==> src/rtl/core/brs_pkg.sv <==
`timescale 1ns / 1ps
`default_nettype none
// ----------------------------------------------------------------------------
// brs_pkg: shared types and constants for the row shear engine
// Field widths, register indexes, result kinds and the per-pixel plan record.
// ----------------------------------------------------------------------------
package brs_pkg;

  localparam int MAX_DIM    = 8192;
  localparam int DIM_W      = 14;  // width/height register, holds MAX_DIM
  localparam int CNT_W      = 13;  // column and row counters
  localparam int SLOPE_W    = 24;  // Q8.16 slope
  localparam int RUN_W      = 21;  // run lengths and max_shift
  localparam int ACC_W      = 37;  // row * slope, Q.16, below 2**37
  localparam int FRAC_W     = 16;
  localparam int CFG_IDX_W  = 2;
  localparam int CFG_DATA_W = 24;
  localparam int PART_N     = 4;

  localparam logic [CFG_IDX_W-1:0] REG_SRC_WIDTH  = 2'd0;
  localparam logic [CFG_IDX_W-1:0] REG_SRC_HEIGHT = 2'd1;
  localparam logic [CFG_IDX_W-1:0] REG_SLOPE_Q16  = 2'd2;
  localparam logic [CFG_IDX_W-1:0] REG_MAX_SHIFT  = 2'd3;

  localparam logic [1:0] KIND_FILL = 2'd0;
  localparam logic [1:0] KIND_PIX  = 2'd1;
  localparam logic [1:0] KIND_PAD  = 2'd2;

  // result slots of one pixel, in emission order
  localparam int PART_LEAD  = 0;
  localparam int PART_PIX   = 1;
  localparam int PART_TRAIL = 2;
  localparam int PART_PAD   = 3;

  // accumulator is kept pre-biased by one half for round-half-up
  localparam logic [ACC_W-1:0] ROUND_HALF = ACC_W'(1) << (FRAC_W - 1);

  typedef struct packed {
    logic [PART_N-1:0] parts;
    logic [7:0]        blue;
    logic [7:0]        green;
    logic [7:0]        red;
    logic [RUN_W-1:0]  lead_len;
    logic [RUN_W-1:0]  trail_len;
    logic [1:0]        pad_len;
    logic              row_last;
  } plan_t;

  function automatic logic [DIM_W-1:0] clamp_dim(input logic [DIM_W-1:0] v);
    logic [DIM_W-1:0] res;
    if (v == '0) begin
      res = DIM_W'(1);
    end else if (v > DIM_W'(MAX_DIM)) begin
      res = DIM_W'(MAX_DIM);
    end else begin
      res = v;
    end
    return res;
  endfunction

endpackage
`default_nettype wire

==> src/rtl/core/brs_in_if.sv <==
`timescale 1ns / 1ps
`default_nettype none
// ----------------------------------------------------------------------------
// brs_in_if: source pixel channel
// Valid/ready channel carrying one 24-bit source pixel per request.
// ----------------------------------------------------------------------------
interface brs_in_if;
  logic       valid;
  logic       ready;
  logic [7:0] pix_blue;
  logic [7:0] pix_green;
  logic [7:0] pix_red;

  modport source (output valid, pix_blue, pix_green, pix_red, input ready);
  modport sink   (input valid, pix_blue, pix_green, pix_red, output ready);
endinterface
`default_nettype wire

==> src/rtl/core/brs_out_if.sv <==
`timescale 1ns / 1ps
`default_nettype none
// ----------------------------------------------------------------------------
// brs_out_if: sheared row result channel
// Valid/ready channel carrying one fill run, pixel or padding result.
// ----------------------------------------------------------------------------
interface brs_out_if;
  logic                      valid;
  logic                      ready;
  logic [1:0]                item_kind;
  logic [brs_pkg::RUN_W-1:0] run_length;
  logic [7:0]                out_blue;
  logic [7:0]                out_green;
  logic [7:0]                out_red;
  logic                      row_end;
  logic                      last;

  modport source (output valid, item_kind, run_length, out_blue, out_green, out_red,
                  row_end, last, input ready);
  modport sink   (input valid, item_kind, run_length, out_blue, out_green, out_red,
                  row_end, last, output ready);
endinterface
`default_nettype wire

==> src/rtl/core/brs_plan.sv <==
`timescale 1ns / 1ps
`default_nettype none
// ----------------------------------------------------------------------------
// brs_plan: configuration, row/column state and per-pixel result planning
// Holds the registers and counters; builds the result set for the pixel
// being accepted and advances the state on accept.
// ----------------------------------------------------------------------------
module brs_plan (
  input  wire logic                           clk,
  input  wire logic                           rst_n,
  input  wire logic                           cfg_we,
  input  wire logic [brs_pkg::CFG_IDX_W-1:0]  cfg_index,
  input  wire logic [brs_pkg::CFG_DATA_W-1:0] cfg_data,
  input  wire logic                           in_fire,
  input  wire logic [7:0]                     pix_blue,
  input  wire logic [7:0]                     pix_green,
  input  wire logic [7:0]                     pix_red,
  output brs_pkg::plan_t                      plan
);

  logic [brs_pkg::DIM_W-1:0]   width_r;
  logic [brs_pkg::DIM_W-1:0]   height_r;
  logic [brs_pkg::SLOPE_W-1:0] slope_r;
  logic [brs_pkg::RUN_W-1:0]   shift_r;

  logic [brs_pkg::CNT_W-1:0]   col_r, col_nxt;
  logic [brs_pkg::CNT_W-1:0]   row_r, row_nxt;
  logic [brs_pkg::ACC_W-1:0]   racc_r, racc_nxt;

  logic [brs_pkg::DIM_W-1:0]   w_eff, h_eff;
  logic [brs_pkg::RUN_W-1:0]   lead;
  logic                        row_last, row_wrap, trail_pos;
  logic [1:0]                  pad;

  always_ff @(posedge clk) begin
    if (!rst_n) begin
      width_r  <= brs_pkg::DIM_W'(1);
      height_r <= brs_pkg::DIM_W'(1);
      slope_r  <= '0;
      shift_r  <= '0;
    end else if (cfg_we) begin
      unique case (cfg_index)
        brs_pkg::REG_SRC_WIDTH:  width_r  <= cfg_data[brs_pkg::DIM_W-1:0];
        brs_pkg::REG_SRC_HEIGHT: height_r <= cfg_data[brs_pkg::DIM_W-1:0];
        brs_pkg::REG_SLOPE_Q16:  slope_r  <= cfg_data[brs_pkg::SLOPE_W-1:0];
        brs_pkg::REG_MAX_SHIFT:  shift_r  <= cfg_data[brs_pkg::RUN_W-1:0];
        default:                 slope_r  <= slope_r;
      endcase
    end
  end

  always_comb begin
    w_eff     = brs_pkg::clamp_dim(width_r);
    h_eff     = brs_pkg::clamp_dim(height_r);
    // bias already folded in, accumulator stays below 2**37 so no saturation
    lead      = racc_r[brs_pkg::ACC_W-1:brs_pkg::FRAC_W];
    row_last  = ({1'b0, col_r} + brs_pkg::DIM_W'(1)) >= w_eff;
    row_wrap  = ({1'b0, row_r} + brs_pkg::DIM_W'(1)) >= h_eff;
    trail_pos = shift_r > lead;
    // 3*(w+shift) padded to 4 bytes needs (w+shift) mod 4 bytes
    pad       = w_eff[1:0] + shift_r[1:0];

    plan.parts[brs_pkg::PART_LEAD]  = (col_r == '0) && (lead != '0);
    plan.parts[brs_pkg::PART_PIX]   = 1'b1;
    plan.parts[brs_pkg::PART_TRAIL] = row_last && trail_pos;
    plan.parts[brs_pkg::PART_PAD]   = row_last && (pad != 2'd0);
    plan.blue      = pix_blue;
    plan.green     = pix_green;
    plan.red       = pix_red;
    plan.lead_len  = lead;
    plan.trail_len = shift_r - lead;
    plan.pad_len   = pad;
    plan.row_last  = row_last;
  end

  always_comb begin
    col_nxt  = col_r;
    row_nxt  = row_r;
    racc_nxt = racc_r;
    if (in_fire) begin
      if (row_last) begin
        col_nxt = '0;
        if (row_wrap) begin
          row_nxt  = '0;
          racc_nxt = brs_pkg::ROUND_HALF;
        end else begin
          row_nxt  = row_r + brs_pkg::CNT_W'(1);
          racc_nxt = racc_r + brs_pkg::ACC_W'(slope_r);
        end
      end else begin
        col_nxt = col_r + brs_pkg::CNT_W'(1);
      end
    end
  end

  always_ff @(posedge clk) begin
    if (!rst_n) begin
      col_r  <= '0;
      row_r  <= '0;
      racc_r <= brs_pkg::ROUND_HALF;
    end else begin
      col_r  <= col_nxt;
      row_r  <= row_nxt;
      racc_r <= racc_nxt;
    end
  end

endmodule
`default_nettype wire

==> src/rtl/core/brs_emit.sv <==
`timescale 1ns / 1ps
`default_nettype none
// ----------------------------------------------------------------------------
// brs_emit: entry register and output register
// Holds one planned pixel and hands out its results one per cycle into the
// output register while it is empty or being read, lowest pending slot first.
// ----------------------------------------------------------------------------
module brs_emit (
  input  wire logic           clk,
  input  wire logic           rst_n,
  input  wire logic           load,
  input  wire brs_pkg::plan_t plan,
  output logic                space,
  brs_out_if.source           out_chan
);

  logic                        e_valid_r, e_valid_nxt;
  logic [brs_pkg::PART_N-1:0]  e_mask_r, e_mask_nxt;
  brs_pkg::plan_t              e_r;

  logic                        o_valid_r, o_valid_nxt;
  logic [1:0]                  o_kind_r;
  logic [brs_pkg::RUN_W-1:0]   o_len_r;
  logic [7:0]                  o_blue_r, o_green_r, o_red_r;
  logic                        o_row_end_r, o_last_r;

  logic                        o_free, issue, e_done, sel_last;
  logic [brs_pkg::PART_N-1:0]  sel, rest;
  logic [1:0]                  sel_kind;
  logic [brs_pkg::RUN_W-1:0]   sel_len;
  logic [7:0]                  sel_blue, sel_green, sel_red;

  always_comb begin
    sel       = e_mask_r & (~e_mask_r + brs_pkg::PART_N'(1));  // lowest set bit
    rest      = e_mask_r & ~sel;
    sel_last  = (rest == '0);
    o_free    = !o_valid_r || out_chan.ready;
    issue     = e_valid_r && o_free;
    e_done    = issue && sel_last;
    space     = !e_valid_r || e_done;

    sel_kind  = brs_pkg::KIND_FILL;
    sel_len   = e_r.lead_len;
    sel_blue  = 8'hFF;
    sel_green = 8'hFF;
    sel_red   = 8'hFF;
    priority if (sel[brs_pkg::PART_PIX]) begin
      sel_kind  = brs_pkg::KIND_PIX;
      sel_len   = brs_pkg::RUN_W'(1);
      sel_blue  = e_r.blue;
      sel_green = e_r.green;
      sel_red   = e_r.red;
    end else if (sel[brs_pkg::PART_TRAIL]) begin
      sel_len   = e_r.trail_len;
    end else if (sel[brs_pkg::PART_PAD]) begin
      sel_kind  = brs_pkg::KIND_PAD;
      sel_len   = brs_pkg::RUN_W'(e_r.pad_len);
      sel_blue  = 8'h00;
      sel_green = 8'h00;
      sel_red   = 8'h00;
    end else begin
      sel_len   = e_r.lead_len;
    end
  end

  always_comb begin
    e_valid_nxt = e_valid_r;
    e_mask_nxt  = e_mask_r;
    if (load) begin
      e_valid_nxt = 1'b1;
      e_mask_nxt  = plan.parts;
    end else if (e_done) begin
      e_valid_nxt = 1'b0;
      e_mask_nxt  = '0;
    end else if (issue) begin
      e_mask_nxt  = rest;
    end

    o_valid_nxt = o_valid_r;
    if (issue) begin
      o_valid_nxt = 1'b1;
    end else if (out_chan.ready) begin
      o_valid_nxt = 1'b0;
    end
  end

  always_ff @(posedge clk) begin
    if (!rst_n) begin
      e_valid_r <= 1'b0;
      e_mask_r  <= '0;
      o_valid_r <= 1'b0;
    end else begin
      e_valid_r <= e_valid_nxt;
      e_mask_r  <= e_mask_nxt;
      o_valid_r <= o_valid_nxt;
    end
  end

  always_ff @(posedge clk) begin
    if (load) begin
      e_r <= plan;
    end
    if (issue) begin
      o_kind_r    <= sel_kind;
      o_len_r     <= sel_len;
      o_blue_r    <= sel_blue;
      o_green_r   <= sel_green;
      o_red_r     <= sel_red;
      o_row_end_r <= sel_last && e_r.row_last;
      o_last_r    <= sel_last;
    end
  end

  assign out_chan.valid      = o_valid_r;
  assign out_chan.item_kind  = o_kind_r;
  assign out_chan.run_length = o_len_r;
  assign out_chan.out_blue   = o_blue_r;
  assign out_chan.out_green  = o_green_r;
  assign out_chan.out_red    = o_red_r;
  assign out_chan.row_end    = o_row_end_r;
  assign out_chan.last       = o_last_r;

  // a held entry always has something left to send
  a_entry_nonempty: assert property (@(posedge clk) disable iff (!rst_n)
    e_valid_r |-> (e_mask_r != '0))
    else $error("entry held with no pending results");

  // the pixel itself goes out after any lead run and before any trailing part
  a_pix_order: assert property (@(posedge clk) disable iff (!rst_n)
    (e_valid_r && e_mask_r[brs_pkg::PART_LEAD]) |-> e_mask_r[brs_pkg::PART_PIX])
    else $error("lead run pending without its pixel");

  // a new pixel is only taken when the entry frees up
  a_load_space: assert property (@(posedge clk) disable iff (!rst_n)
    load |-> space)
    else $error("pixel loaded over a busy entry");

  // a non-final result leaves the rest of its pixel in the entry
  a_keep_rest: assert property (@(posedge clk) disable iff (!rst_n)
    (issue && !sel_last) |=> (e_valid_r && out_chan.valid && !out_chan.last))
    else $error("entry dropped before its last result");

endmodule
`default_nettype wire

==> src/rtl/core/bmp_row_shear_engine_unit.sv <==
`timescale 1ns / 1ps
`default_nettype none
// ----------------------------------------------------------------------------
// bmp_row_shear_engine_unit: horizontal shear of a 24-bit pixel stream
// Emits per-row white lead runs, source pixels, trailing runs and padding.
// ----------------------------------------------------------------------------
// Source pixels enter on in_chan one request per cycle while the entry
// register is free; each becomes one to four results on out_chan: a white
// lead run of round(row*slope) pixels before a row's first pixel, the pixel
// itself, and after a row's last pixel a white run of max_shift minus the
// lead and then 0..3 zero padding bytes. Empty runs are skipped. The output
// port sends one result per cycle while out_chan is ready; a pixel holds the
// entry until its last result leaves, so mid-row pixels stream at one per
// cycle. The plan is captured in the entry register on accept, and its first
// result moves from there into the output register. Configuration must be
// written through cfg_we/cfg_index/cfg_data only while the block is idle,
// which the block itself does not enforce. There is no start-up clearing pass.
// ----------------------------------------------------------------------------
module bmp_row_shear_engine_unit (
  input  wire logic                           clk,
  input  wire logic                           rst_n,
  input  wire logic                           cfg_we,
  input  wire logic [brs_pkg::CFG_IDX_W-1:0]  cfg_index,
  input  wire logic [brs_pkg::CFG_DATA_W-1:0] cfg_data,
  brs_in_if.sink                              in_chan,
  brs_out_if.source                           out_chan
);

  brs_pkg::plan_t plan;
  logic           space;
  logic           in_fire;

  // input is taken whenever the entry register is free or emptying this cycle
  assign in_chan.ready = space;
  assign in_fire       = in_chan.valid && space;

  // counters, config and result planning for the incoming pixel
  brs_plan u_plan (
    .clk       (clk),
    .rst_n     (rst_n),
    .cfg_we    (cfg_we),
    .cfg_index (cfg_index),
    .cfg_data  (cfg_data),
    .in_fire   (in_fire),
    .pix_blue  (in_chan.pix_blue),
    .pix_green (in_chan.pix_green),
    .pix_red   (in_chan.pix_red),
    .plan      (plan)
  );

  // holds the planned pixel, sends its results through the output register
  brs_emit u_emit (
    .clk      (clk),
    .rst_n    (rst_n),
    .load     (in_fire),
    .plan     (plan),
    .space    (space),
    .out_chan (out_chan)
  );

endmodule
`default_nettype wire

==> src/flat_wrapper.sv <==
// flat-port wrapper written by rule: the top's interface ports become plain ports
module bmp_row_shear_engine_unit_flat 
  (clk, rst_n, cfg_we, cfg_index, cfg_data, in_chan_valid, in_chan_pix_blue, in_chan_pix_green, in_chan_pix_red, in_chan_ready, out_chan_valid, out_chan_item_kind, out_chan_run_length, out_chan_out_blue, out_chan_out_green, out_chan_out_red, out_chan_row_end, out_chan_last, out_chan_ready);
  brs_in_if in_chan_i ();
  brs_out_if out_chan_i ();
  input  wire logic clk;
  input  wire logic rst_n;
  input  wire logic cfg_we;
  input  wire logic [brs_pkg::CFG_IDX_W-1:0] cfg_index;
  input  wire logic [brs_pkg::CFG_DATA_W-1:0] cfg_data;
  input wire logic [$bits(in_chan_i.valid)-1:0] in_chan_valid;
  input wire logic [$bits(in_chan_i.pix_blue)-1:0] in_chan_pix_blue;
  input wire logic [$bits(in_chan_i.pix_green)-1:0] in_chan_pix_green;
  input wire logic [$bits(in_chan_i.pix_red)-1:0] in_chan_pix_red;
  output wire logic [$bits(in_chan_i.ready)-1:0] in_chan_ready;
  output wire logic [$bits(out_chan_i.valid)-1:0] out_chan_valid;
  output wire logic [$bits(out_chan_i.item_kind)-1:0] out_chan_item_kind;
  output wire logic [$bits(out_chan_i.run_length)-1:0] out_chan_run_length;
  output wire logic [$bits(out_chan_i.out_blue)-1:0] out_chan_out_blue;
  output wire logic [$bits(out_chan_i.out_green)-1:0] out_chan_out_green;
  output wire logic [$bits(out_chan_i.out_red)-1:0] out_chan_out_red;
  output wire logic [$bits(out_chan_i.row_end)-1:0] out_chan_row_end;
  output wire logic [$bits(out_chan_i.last)-1:0] out_chan_last;
  input wire logic [$bits(out_chan_i.ready)-1:0] out_chan_ready;
  assign in_chan_i.valid = in_chan_valid;
  assign in_chan_i.pix_blue = in_chan_pix_blue;
  assign in_chan_i.pix_green = in_chan_pix_green;
  assign in_chan_i.pix_red = in_chan_pix_red;
  assign in_chan_ready = in_chan_i.ready;
  assign out_chan_valid = out_chan_i.valid;
  assign out_chan_item_kind = out_chan_i.item_kind;
  assign out_chan_run_length = out_chan_i.run_length;
  assign out_chan_out_blue = out_chan_i.out_blue;
  assign out_chan_out_green = out_chan_i.out_green;
  assign out_chan_out_red = out_chan_i.out_red;
  assign out_chan_row_end = out_chan_i.row_end;
  assign out_chan_last = out_chan_i.last;
  assign out_chan_i.ready = out_chan_ready;
  bmp_row_shear_engine_unit u_core (.clk(clk), .rst_n(rst_n), .cfg_we(cfg_we), .cfg_index(cfg_index), .cfg_data(cfg_data), .in_chan(in_chan_i), .out_chan(out_chan_i));
endmodule
==> config.mk <==
export PLATFORM = sky130hd
export DESIGN_NAME = bmp_row_shear_engine_unit_flat
export DESIGN_NICKNAME = d
export VERILOG_FILES = /design/src/rtl/core/brs_pkg.sv /design/src/rtl/core/brs_in_if.sv /design/src/rtl/core/brs_out_if.sv /design/src/rtl/core/brs_plan.sv /design/src/rtl/core/brs_emit.sv /design/src/rtl/core/bmp_row_shear_engine_unit.sv /design/src/flat_wrapper.sv
export SDC_FILE = /design/constraint.sdc
export NUM_CORES = 1
export LEC_CHECK = 0
export ABC_AREA = 0
export BUFFER_PORTS_ARGS = -buffer_cell sky130_fd_sc_hd__buf_2
export CAP_MARGIN = 20
export CORE_ASPECT_RATIO = 1.4
export CORE_UTILIZATION = 35
export DETAILED_ROUTE_END_ITERATION = 8
export GPL_TIMING_DRIVEN = 0
export SYNTH_ARGS = -nofsm -noshare
export SYNTH_HDL_FRONTEND = slang
export SYNTH_SLANG_ARGS = --single-unit
==> constraint.sdc <==
create_clock -name clk -period 12.2 [get_ports clk]
set_clock_uncertainty 0.2 [all_clocks]
set_input_delay 3.66 -clock clk [delete_from_list [all_inputs] [get_ports clk]]
set_output_delay 3.66 -clock clk [all_outputs]
set_load 0.005 [all_outputs]
==> flow_summary.rst, run 1 <==
.. list-table::
   :header-rows: 1

   * - Metric
     - Value
   * - Kind of start point of the critical path
     - primary input
   * - Die height
     - 226 µm
   * - CP arrival
     - 4.40 ns
   * - Total gr overflow
     - 0
   * - Area of the die
     - 36,700 µm²
   * - Crit-path slowest cell
     - sky130_fd_sc_hd__nor2b_1
   * - Post-cts repair resize count
     - 0
   * - Share of layout cells above drive strength 1
     - 12.1%
   * - Top post-synthesis cells by area
     - sky130_fd_sc_hd__edfxtp_1, sky130_fd_sc_hd__dfxtp_1, sky130_fd_sc_hd__ha_1, sky130_fd_sc_hd__nand2_1, sky130_fd_sc_hd__a21oi_1
   * - N_diodes
     - 0
   * - CTS max path bufs
     - 3
   * - Slew at the pin closest to its max-slew limit
     - 0.691 ns
   * - Worst Hold Class
     - reg -> reg
   * - Setup violators final
     - 0
   * - TritonCTS Buffers
     - 26
   * - Initial antenna violation count
     - 1
   * - Mean area per synthesized cell
     - 9.66 µm²
   * - Number of storage elements in the synthesis netlist
     - 260
   * - Count of max-cap constraint violations
     - 0
   * - Total half-perimeter wirelength after legalization and detailed placement
     - 23.4 mm
   * - Ratio of final minimum period to clock period
     - 67.7%
   * - Highest Clock Rate
     - 0.121 GHz
   * - Leading cell types in the layout, fill and taps excluded
     - sky130_fd_sc_hd__nand2_1, sky130_fd_sc_hd__dfxtp_1, sky130_fd_sc_hd__a21oi_1
   * - Netlist cell types
     - 65
   * - Via count of the first global-routing pass
     - 9,528
   * - Start-to-end type of the worst setup path
     - in -> out
   * - Clock-pin transition on the worst setup and hold timing paths
     - 0.06 ns
   * - Met1 wire length
     - 12.1 mm
   * - Reported leakage power
     - 0.00577 µW
   * - Post-synthesis instance total
     - 1,302
   * - Routed length on met2
     - 15.9 mm
   * - First-pass GRT wire length
     - 48.7 mm
   * - Routed wl met3
     - 1.26 mm
   * - Number of buffer cells added on primary ports
     - 104
   * - Kind of capture point of the worst setup path
     - output pin
   * - Drt initial violations
     - 471
   * - Endpoint required time on the critical path
     - 8.34 ns
   * - Hold-fix buffers, CTS
     - 0
   * - Number of enable-type register cells in the synthesized netlist
     - 118
   * - Total Routed Length
     - 30.5 mm
   * - Setup repair after global routing missed its margin
     - false
   * - Net total in the final layout
     - 1,571
   * - Cell chain of the critical path
     - buf_2 -> nor2b_1 -> o21ai_4 -> buf_2
   * - Number of buffers added for setup after CTS
     - 0
   * - IR Drop Worst-Case VDD
     - 113 µV
   * - Via count normalized by instance count
     - 5.05
   * - Post-synthesis to final-layout area growth
     - 16.1%
   * - Total routing resource utilization after global routing
     - 16.8%
   * - Fin Setup TNS
     - 0 ns
   * - Total number of H-tree levels
     - 1
   * - DR WL/cell
     - 16.0 µm
   * - Max-slew violations
     - 0
   * - Area of the core
     - 35,200 µm²
   * - Pin count of the biggest net entering global routing
     - 65
   * - Number of warnings issued by yosys
     - 0
   * - Total power
     - 2040 µW
   * - Power density over the cells
     - 140 nW/µm²
   * - Nets in the synthesized netlist
     - 1,436
   * - Part of the Yosys area used for sequential elements
     - 50.8%
   * - X dimension of the die
     - 162 µm
   * - Number of detailed-route iterations in the first pass
     - 5
   * - Total buffers and inverters traversed by the critical path
     - 2
   * - Cell type with the highest aggregate area in the netlist
     - sky130_fd_sc_hd__edfxtp_1
   * - Vias post-DR
     - 9,660
   * - TritonCTS clock tree
     - done
   * - Ports placed on the boundary
     - 106
   * - Highest net fanout along the worst path
     - 3
   * - Most common cell after layout, fill and taps aside
     - sky130_fd_sc_hd__nand2_1
   * - Final-report hold violation count
     - 0
   * - Most used DFF post-synth
     - sky130_fd_sc_hd__dfxtp_1
   * - Clk Latency, worst-skew pair
     - 0.54 ns
   * - Max_slew headroom
     - 53.7%
   * - Clock root cell
     - sky130_fd_sc_hd__clkbuf_16
   * - Highest cell delay on the worst timing path
     - 0.37 ns
   * - Crit-path most repeated cell
     - sky130_fd_sc_hd__buf_2
   * - Remaining number of nets flagged by the antenna check after routing
     - 0
   * - Number of rows created at floorplan
     - 81
   * - Minimum clock period after layout
     - 8.26 ns
   * - Ys async rst share
     - 0%
   * - Starting density of the core
     - 35.8%
   * - Family with the most delay on the worst path
     - simple AND/OR/NAND/NOR gates
   * - Number of remaining DRC errors
     - 0
   * - Outcome
     - finished clean
   * - Mapped cell area
     - 12,600 µm²
   * - Number of clock sinks
     - 260
   * - Routability cong.
     - 0.884
   * - Top sig layer
     - met5
   * - Share of the synthesized area in the top cell type
     - 28.2%
cell usage after synthesis (15+ instances only):
master / n
sky130_fd_sc_hd__xor2_1: 31
sky130_fd_sc_hd__xnor2_1: 39
sky130_fd_sc_hd__nor2_1: 101
sky130_fd_sc_hd__o21ai_0: 49
sky130_fd_sc_hd__ha_1: 77
sky130_fd_sc_hd__edfxtp_1: 118
sky130_fd_sc_hd__inv_1: 46
sky130_fd_sc_hd__nor3_1: 15
sky130_fd_sc_hd__a21oi_1: 129
sky130_fd_sc_hd__nand4_1: 16
sky130_fd_sc_hd__nand2_1: 228
sky130_fd_sc_hd__dfxtp_1: 142
sky130_fd_sc_hd__a22o_1: 30
sky130_fd_sc_hd__a21o_1: 26
sky130_fd_sc_hd__nand3_1: 27
sky130_fd_sc_hd__clkbuf_1: 32
power breakdown:
| group | switching [µW] | total (µW) | leakage [µW] | internal [µW] |
|---|---|---|---|---|
| combinational | 150 | 243 | 0.00308 | 93.3 |
| sequential | 20.1 | 988 | 0.00228 | 968 |
| clock | 337 | 807 | 0.000414 | 470 |
flip-flops by register name, indices dropped and copies added, names as in the netlist:
signal	cells
u_core.u_plan.height_r	14
u_core.u_emit.out_chan.item_kind	2
u_core.u_plan.slope_r	24
u_core.u_emit.e_valid_r	1
u_core.u_emit.e_mask_r	4
u_core.u_emit.out_chan.valid	1
u_core.u_emit.out_chan.out_red	8
u_core.u_plan.racc_r	37
u_core.u_emit.out_chan.last	1
u_core.u_emit.out_chan.out_green	8
u_core.u_plan.row_r	13
u_core.u_emit.out_chan.row_end	1
u_core.u_emit.out_chan.run_length	21
u_core.u_plan.width_r	14
u_core.u_plan.shift_r	21
u_core.u_emit.e_r	69
u_core.u_emit.out_chan.out_blue	8
u_core.u_plan.col_r	13
area by class of cell:
class | instances | area, µm²
plain buffers | 48 | 198
well taps | 456 | 571
repair buffers | 107 | 576
clock buffers | 31 | 691
inverters | 49 | 189
multi-input cells | 945 | 5820
fillers | 3426 | 20600
clock inverters | 17 | 176
flip-flops and latches | 260 | 6390
worst register-to-register path: stages, from the launching register on:
cell	delay, ns
sky130_fd_sc_hd__dfxtp_1	0.43
sky130_fd_sc_hd__ha_1	0.25
sky130_fd_sc_hd__nand3_1	0.16
sky130_fd_sc_hd__nor2_1	0.29
sky130_fd_sc_hd__and3_1	0.25
sky130_fd_sc_hd__and3_1	0.27
sky130_fd_sc_hd__nand3_1	0.12
sky130_fd_sc_hd__xnor2_1	0.16
sky130_fd_sc_hd__ha_1	0.30
sky130_fd_sc_hd__nand4_1	0.12
sky130_fd_sc_hd__a211oi_1	0.21
sky130_fd_sc_hd__a2111o_1	0.16
sky130_fd_sc_hd__buf_2	0.28
sky130_fd_sc_hd__nand4_1	0.18
sky130_fd_sc_hd__o21ai_1	0.61
sky130_fd_sc_hd__buf_2	0.35
sky130_fd_sc_hd__nand3_1	0.10
sky130_fd_sc_hd__o21ai_0	0.08
cell families (layout without fill, tap and decap cells):
| family | count (synthesis) | after routing | share of synthesized area (%) |
|---|---|---|---|
| buffers and inverters | 97 | 252 | 3.04 |
| AO/OA/AOI/OAI | 327 | 327 | 16.7 |
| adder cells (fa/ha/maj) | 80 | 80 | 8.06 |
| flip-flops | 260 | 260 | 50.8 |
| AND/OR/NAND/NOR | 468 | 468 | 16.6 |
| XOR/XNOR | 70 | 70 | 4.87 |
metal layers:
layer,vias up,global-route usage (%)
met1,4457,17.9
met3,63,2.36
li1,4937,-
met5,-,0
met2,201,32.0
met4,2,7.76
stage by stage:
step                hold slack [ns]  std cells  util (%)  setup WS [ns]  instance area, µm²
global placement              0.241       1862      38.9           3.91               13700
detailed placement            0.250       1864      39.0           3.93               13700
global route                  0.287       1913      41.5           3.86               14600
floorplan                     0.229       1302         -           4.33               12600
CTS                           0.265       1912      41.5           3.92               14600
finish                        0.261       1913      41.5           3.94               14600
final timing paths:
kind                         endpoint  slack, ns  cells after the start                     start
max                     in_chan_ready       3.94                      4            out_chan_ready
min          u_core.u_plan.racc_r[14]       0.26                      2  u_core.u_plan.racc_r[14]
max reg2reg    u_core.u_plan.row_r[8]       7.61                     17    u_core.u_plan.col_r[0]
min reg2reg  u_core.u_plan.racc_r[14]       0.26                      2  u_core.u_plan.racc_r[14]
Power figures use the tool's default switching activity.
==> run 2: changes to the inputs <==
--- a/config.mk
+++ b/config.mk
@@ -5,7 +5,7 @@
 export SDC_FILE = /design/constraint.sdc
 export NUM_CORES = 1
 export LEC_CHECK = 0
-export ABC_AREA = 0
+export ABC_AREA = 1
 export BUFFER_PORTS_ARGS = -buffer_cell sky130_fd_sc_hd__buf_2
 export CAP_MARGIN = 20
 export CORE_ASPECT_RATIO = 1.4
==> constraint.sdc (replaced) <==
create_clock -name clk -period 8.5 [get_ports clk]
set_clock_uncertainty 0.2 [all_clocks]
set_input_delay 2.55 -clock clk [delete_from_list [all_inputs] [get_ports clk]]
set_output_delay 2.55 -clock clk [all_outputs]
set_load 0.005 [all_outputs]
==> run 2 against run 1 <==
Effect of this change: worst setup slack lost 1.5 ns; critical path depth increased by 2; flip-flop and latch count did not move; via count up 24%; synthesized area is 11% higher; utilization fell by 0.50 points; sequential power increased by 50%; cell area increased by 10%; final cell count increased by 29%; critical endpoint unchanged; largest power group unchanged; highest routed layer unchanged.
==> flow_summary.rst, run 2 <==
.. list-table::
   :header-rows: 1

   * - Metric
     - Value
   * - Die height
     - 238 µm
   * - Hold-critical path depth
     - 2
   * - Reported leakage power
     - 0.00715 µW
   * - Number of enable-type register cells in the synthesized netlist
     - 118
   * - Ratio of final minimum period to clock period
     - 71.3%
   * - X dimension of the die
     - 171 µm
   * - Cell type with the highest aggregate area in the netlist
     - sky130_fd_sc_hd__edfxtp_1
   * - Highest Clock Rate
     - 0.165 GHz
   * - Area of the die
     - 40,700 µm²
   * - Total Routed Length
     - 36.8 mm
   * - Top post-synthesis cells by area
     - sky130_fd_sc_hd__edfxtp_1, sky130_fd_sc_hd__dfxtp_1, sky130_fd_sc_hd__nand2_1, sky130_fd_sc_hd__ha_1, sky130_fd_sc_hd__inv_1
   * - Routability cong.
     - 0.908
   * - Worst Hold Class
     - reg -> reg
   * - Top post-synthesis cells by count
     - sky130_fd_sc_hd__nand2_1, sky130_fd_sc_hd__inv_1, sky130_fd_sc_hd__nor2_1
   * - Via count of the first global-routing pass
     - 11,600
   * - Number of clock sinks
     - 260
   * - Count of max-cap constraint violations
     - 0
   * - Dominant cell by count in the synthesized netlist
     - sky130_fd_sc_hd__nand2_1
   * - Count of filler cells inserted in the layout
     - 4,055
   * - Vias post-DR
     - 12,000
   * - Total number of H-tree levels
     - 1
   * - Total power
     - 3270 µW
   * - Total gr overflow
     - 0
   * - Netlist cell types
     - 44
   * - Area of the core
     - 39,300 µm²
   * - Ports placed on the boundary
     - 106
   * - Max reg flops
     - 69
   * - R2R Setup Slk
     - 4.50 ns
   * - Number of warnings issued by yosys
     - 0
   * - DR WL/cell
     - 14.9 µm
   * - Remaining number of nets flagged by the antenna check after routing
     - 0
   * - Switching power total
     - 953 µW
   * - First-pass GRT wire length
     - 58.5 mm
   * - Register bank with the most flops
     - u_core.u_emit.e_r
   * - Setup repair after global routing missed its margin
     - false
   * - Combined area of the multi-input logic cells
     - 6420 µm²
   * - Highest net fanout along the worst path
     - 3
   * - Total routing resource utilization after global routing
     - 18.4%
   * - Net total in the final layout
     - 2,051
   * - Kind of start point of the critical path
     - primary input
   * - Clk Latency, worst-skew pair
     - 0.58 ns
   * - Mapped cell area
     - 13,900 µm²
   * - Total half-perimeter wirelength after legalization and detailed placement
     - 29.3 mm
   * - CP arrival
     - 3.31 ns
   * - Largest registers ranked by flip-flop count
     - u_core.u_emit.e_r x69, u_core.u_plan.racc_r x37, u_core.u_plan.slope_r x24
   * - Number of detailed-route iterations in the first pass
     - 6
   * - Worst r2r src
     - u_core.u_plan.col_r[3]
   * - Initial antenna violation count
     - 1
   * - Number of remaining DRC errors
     - 0
   * - TritonCTS clock tree
     - done
   * - Number of storage elements in the synthesis netlist
     - 260
   * - Minimum clock period after layout
     - 6.06 ns
   * - Clock power frac
     - 36.6%
   * - Worst-case reg-to-reg path depth
     - 19
   * - Mean area per synthesized cell
     - 7.84 µm²
   * - Leading cell types in the layout, fill and taps excluded
     - sky130_fd_sc_hd__nand2_1, sky130_fd_sc_hd__inv_1, sky130_fd_sc_hd__nor2_1, sky130_fd_sc_hd__dfxtp_1, sky130_fd_sc_hd__o21ai_0
   * - Via count normalized by instance count
     - 4.86
   * - Post-cts repair resize count
     - 0
   * - Clock-pin transition on the worst setup and hold timing paths
     - 0.06 ns
   * - Ys async rst share
     - 0%
   * - Fin Setup TNS
     - 0 ns
   * - Slew at the pin closest to its max-slew limit
     - 0.904 ns
   * - Outcome
     - finished clean
   * - Setup violators final
     - 0
   * - Register Area
     - 6390 µm²
   * - FF-to-FF End
     - u_core.u_plan.racc_r[18]
   * - Starting density of the core
     - 35.5%
   * - Kind of capture point of the worst setup path
     - output pin
   * - Worst min-delay path startpoint
     - u_core.u_plan.shift_r[17]
   * - Number of rows created at floorplan
     - 86
   * - Max_slew headroom
     - 39.6%
   * - Number of buffer cells added on primary ports
     - 104
   * - Share of the synthesized area in the top cell type
     - 25.4%
   * - Part of the Yosys area used for sequential elements
     - 45.8%
   * - Endpoint required time on the critical path
     - 5.75 ns
   * - Pin count of the biggest net entering global routing
     - 32
   * - Power density over the cells
     - 203 nW/µm²
   * - Share of total power in combinational logic
     - 18.2%
   * - Number of buffers added for setup after CTS
     - 0
   * - Share of total power in sequential cells
     - 45.2%
   * - Final-report hold violation count
     - 0
   * - N_diodes
     - 0
   * - Post-synthesis to final-layout area growth
     - 15.6%
   * - IR Drop Worst-Case VDD
     - 150 µV
   * - Start-to-end type of the worst setup path
     - in -> out
   * - Most common cell after layout, fill and taps aside
     - sky130_fd_sc_hd__nand2_1
   * - Max-slew violations
     - 0
   * - Most used DFF post-synth
     - sky130_fd_sc_hd__dfxtp_1
   * - Switching share of power
     - 29.2%
   * - Share of layout cells above drive strength 1
     - 10.2%
   * - TritonCTS Buffers
     - 28
   * - Design internal power
     - 2310 µW
   * - Drt initial violations
     - 670
   * - Endpoint of the worst hold path
     - u_core.u_plan.shift_r[17]
   * - Nets in the synthesized netlist
     - 1,914
   * - Post-synthesis instance total
     - 1,780
   * - Clock root cell
     - sky130_fd_sc_hd__clkbuf_16
   * - CTS max path bufs
     - 3
   * - Hold-fix buffers, CTS
     - 0
[run 2: cell count changes after synthesis, moves of 11 or more]
cell                       delta
sky130_fd_sc_hd__nand2b_1    -11
sky130_fd_sc_hd__xnor2_1     -18
sky130_fd_sc_hd__or3_1       -11
sky130_fd_sc_hd__o21ai_0     +78
sky130_fd_sc_hd__o21a_1      -12
sky130_fd_sc_hd__o21ai_2     +15
sky130_fd_sc_hd__nor2_1      +42
sky130_fd_sc_hd__a22o_1      -30
sky130_fd_sc_hd__a21o_1      -23
sky130_fd_sc_hd__inv_1      +203
sky130_fd_sc_hd__and3_1      -12
sky130_fd_sc_hd__nand2_1    +256
sky130_fd_sc_hd__nor3_1      +15
sky130_fd_sc_hd__nand3_1     +46
[run 2: area by class of cell]
type,instances,area share (%)
clock inverters,9,0.489
repair buffers,107,3.60
inverters,254,5.92
clock buffers,43,5.22
plain buffers,43,1.17
flip-flops and latches,260,39.6
well taps,528,4.10
multi-input cells,1223,39.9
[run 2: layer usage]
layer | wire length, µm | GRT usage [%]
met5 | 13 | 0
met4 | 1570 | 8.30
met3 | 1900 | 2.45
met2 | 18100 | 33.3
met1 | 15300 | 21.2
[run 2: cell families after synthesis]
logic type | synth area share (%)
xor+xnor | 3.27
fa+ha+maj | 7.19
flops | 45.8
compound gates | 12.1
simple gates | 23.4
buf+inv | 8.20
[run 2: critical path: stages]
cell and delay, ns:
sky130_fd_sc_hd__buf_2 0.09, sky130_fd_sc_hd__nor2_1 0.21, sky130_fd_sc_hd__inv_1 0.11, sky130_fd_sc_hd__nand3_2 0.12, sky130_fd_sc_hd__nand2_1 0.09, sky130_fd_sc_hd__buf_2 0.15
[run 2: power by group through the flow]
stage,sequential (µW),combinational [µW],clock (µW)
global placement,1500,587,0
finish,1480,596,1200
global route,1490,673,1270
detailed placement,1500,600,0
CTS,1480,602,1230
floorplan,1490,403,0
[run 2: worst max path at each step]
stage	cells after the start	slack [ns]	to	from
global placement	6	1.61	u_core.u_emit.e_mask_r[1]	out_chan_ready
global route	6	2.35	in_chan_ready	out_chan_ready
detailed placement	6	2.42	in_chan_ready	out_chan_ready
finish	6	2.44	in_chan_ready	out_chan_ready
CTS	6	2.42	in_chan_ready	out_chan_ready
floorplan	5	2.83	u_core.u_emit.e_mask_r[1]	out_chan_ready
[run 2: through the flow]
stage	cell area, µm²	util, %	setup WS, ns	instances	hold WS [ns]
after global routing	16100	41.0	2.35	2467	0.270
after global placement	15100	38.5	1.61	2412	0.239
final	16100	41.0	2.44	2467	0.252
after floorplan	13900	-	2.83	1780	0.228
after CTS	16100	41.0	2.42	2467	0.255
after detailed placement	15200	38.7	2.42	2415	0.246
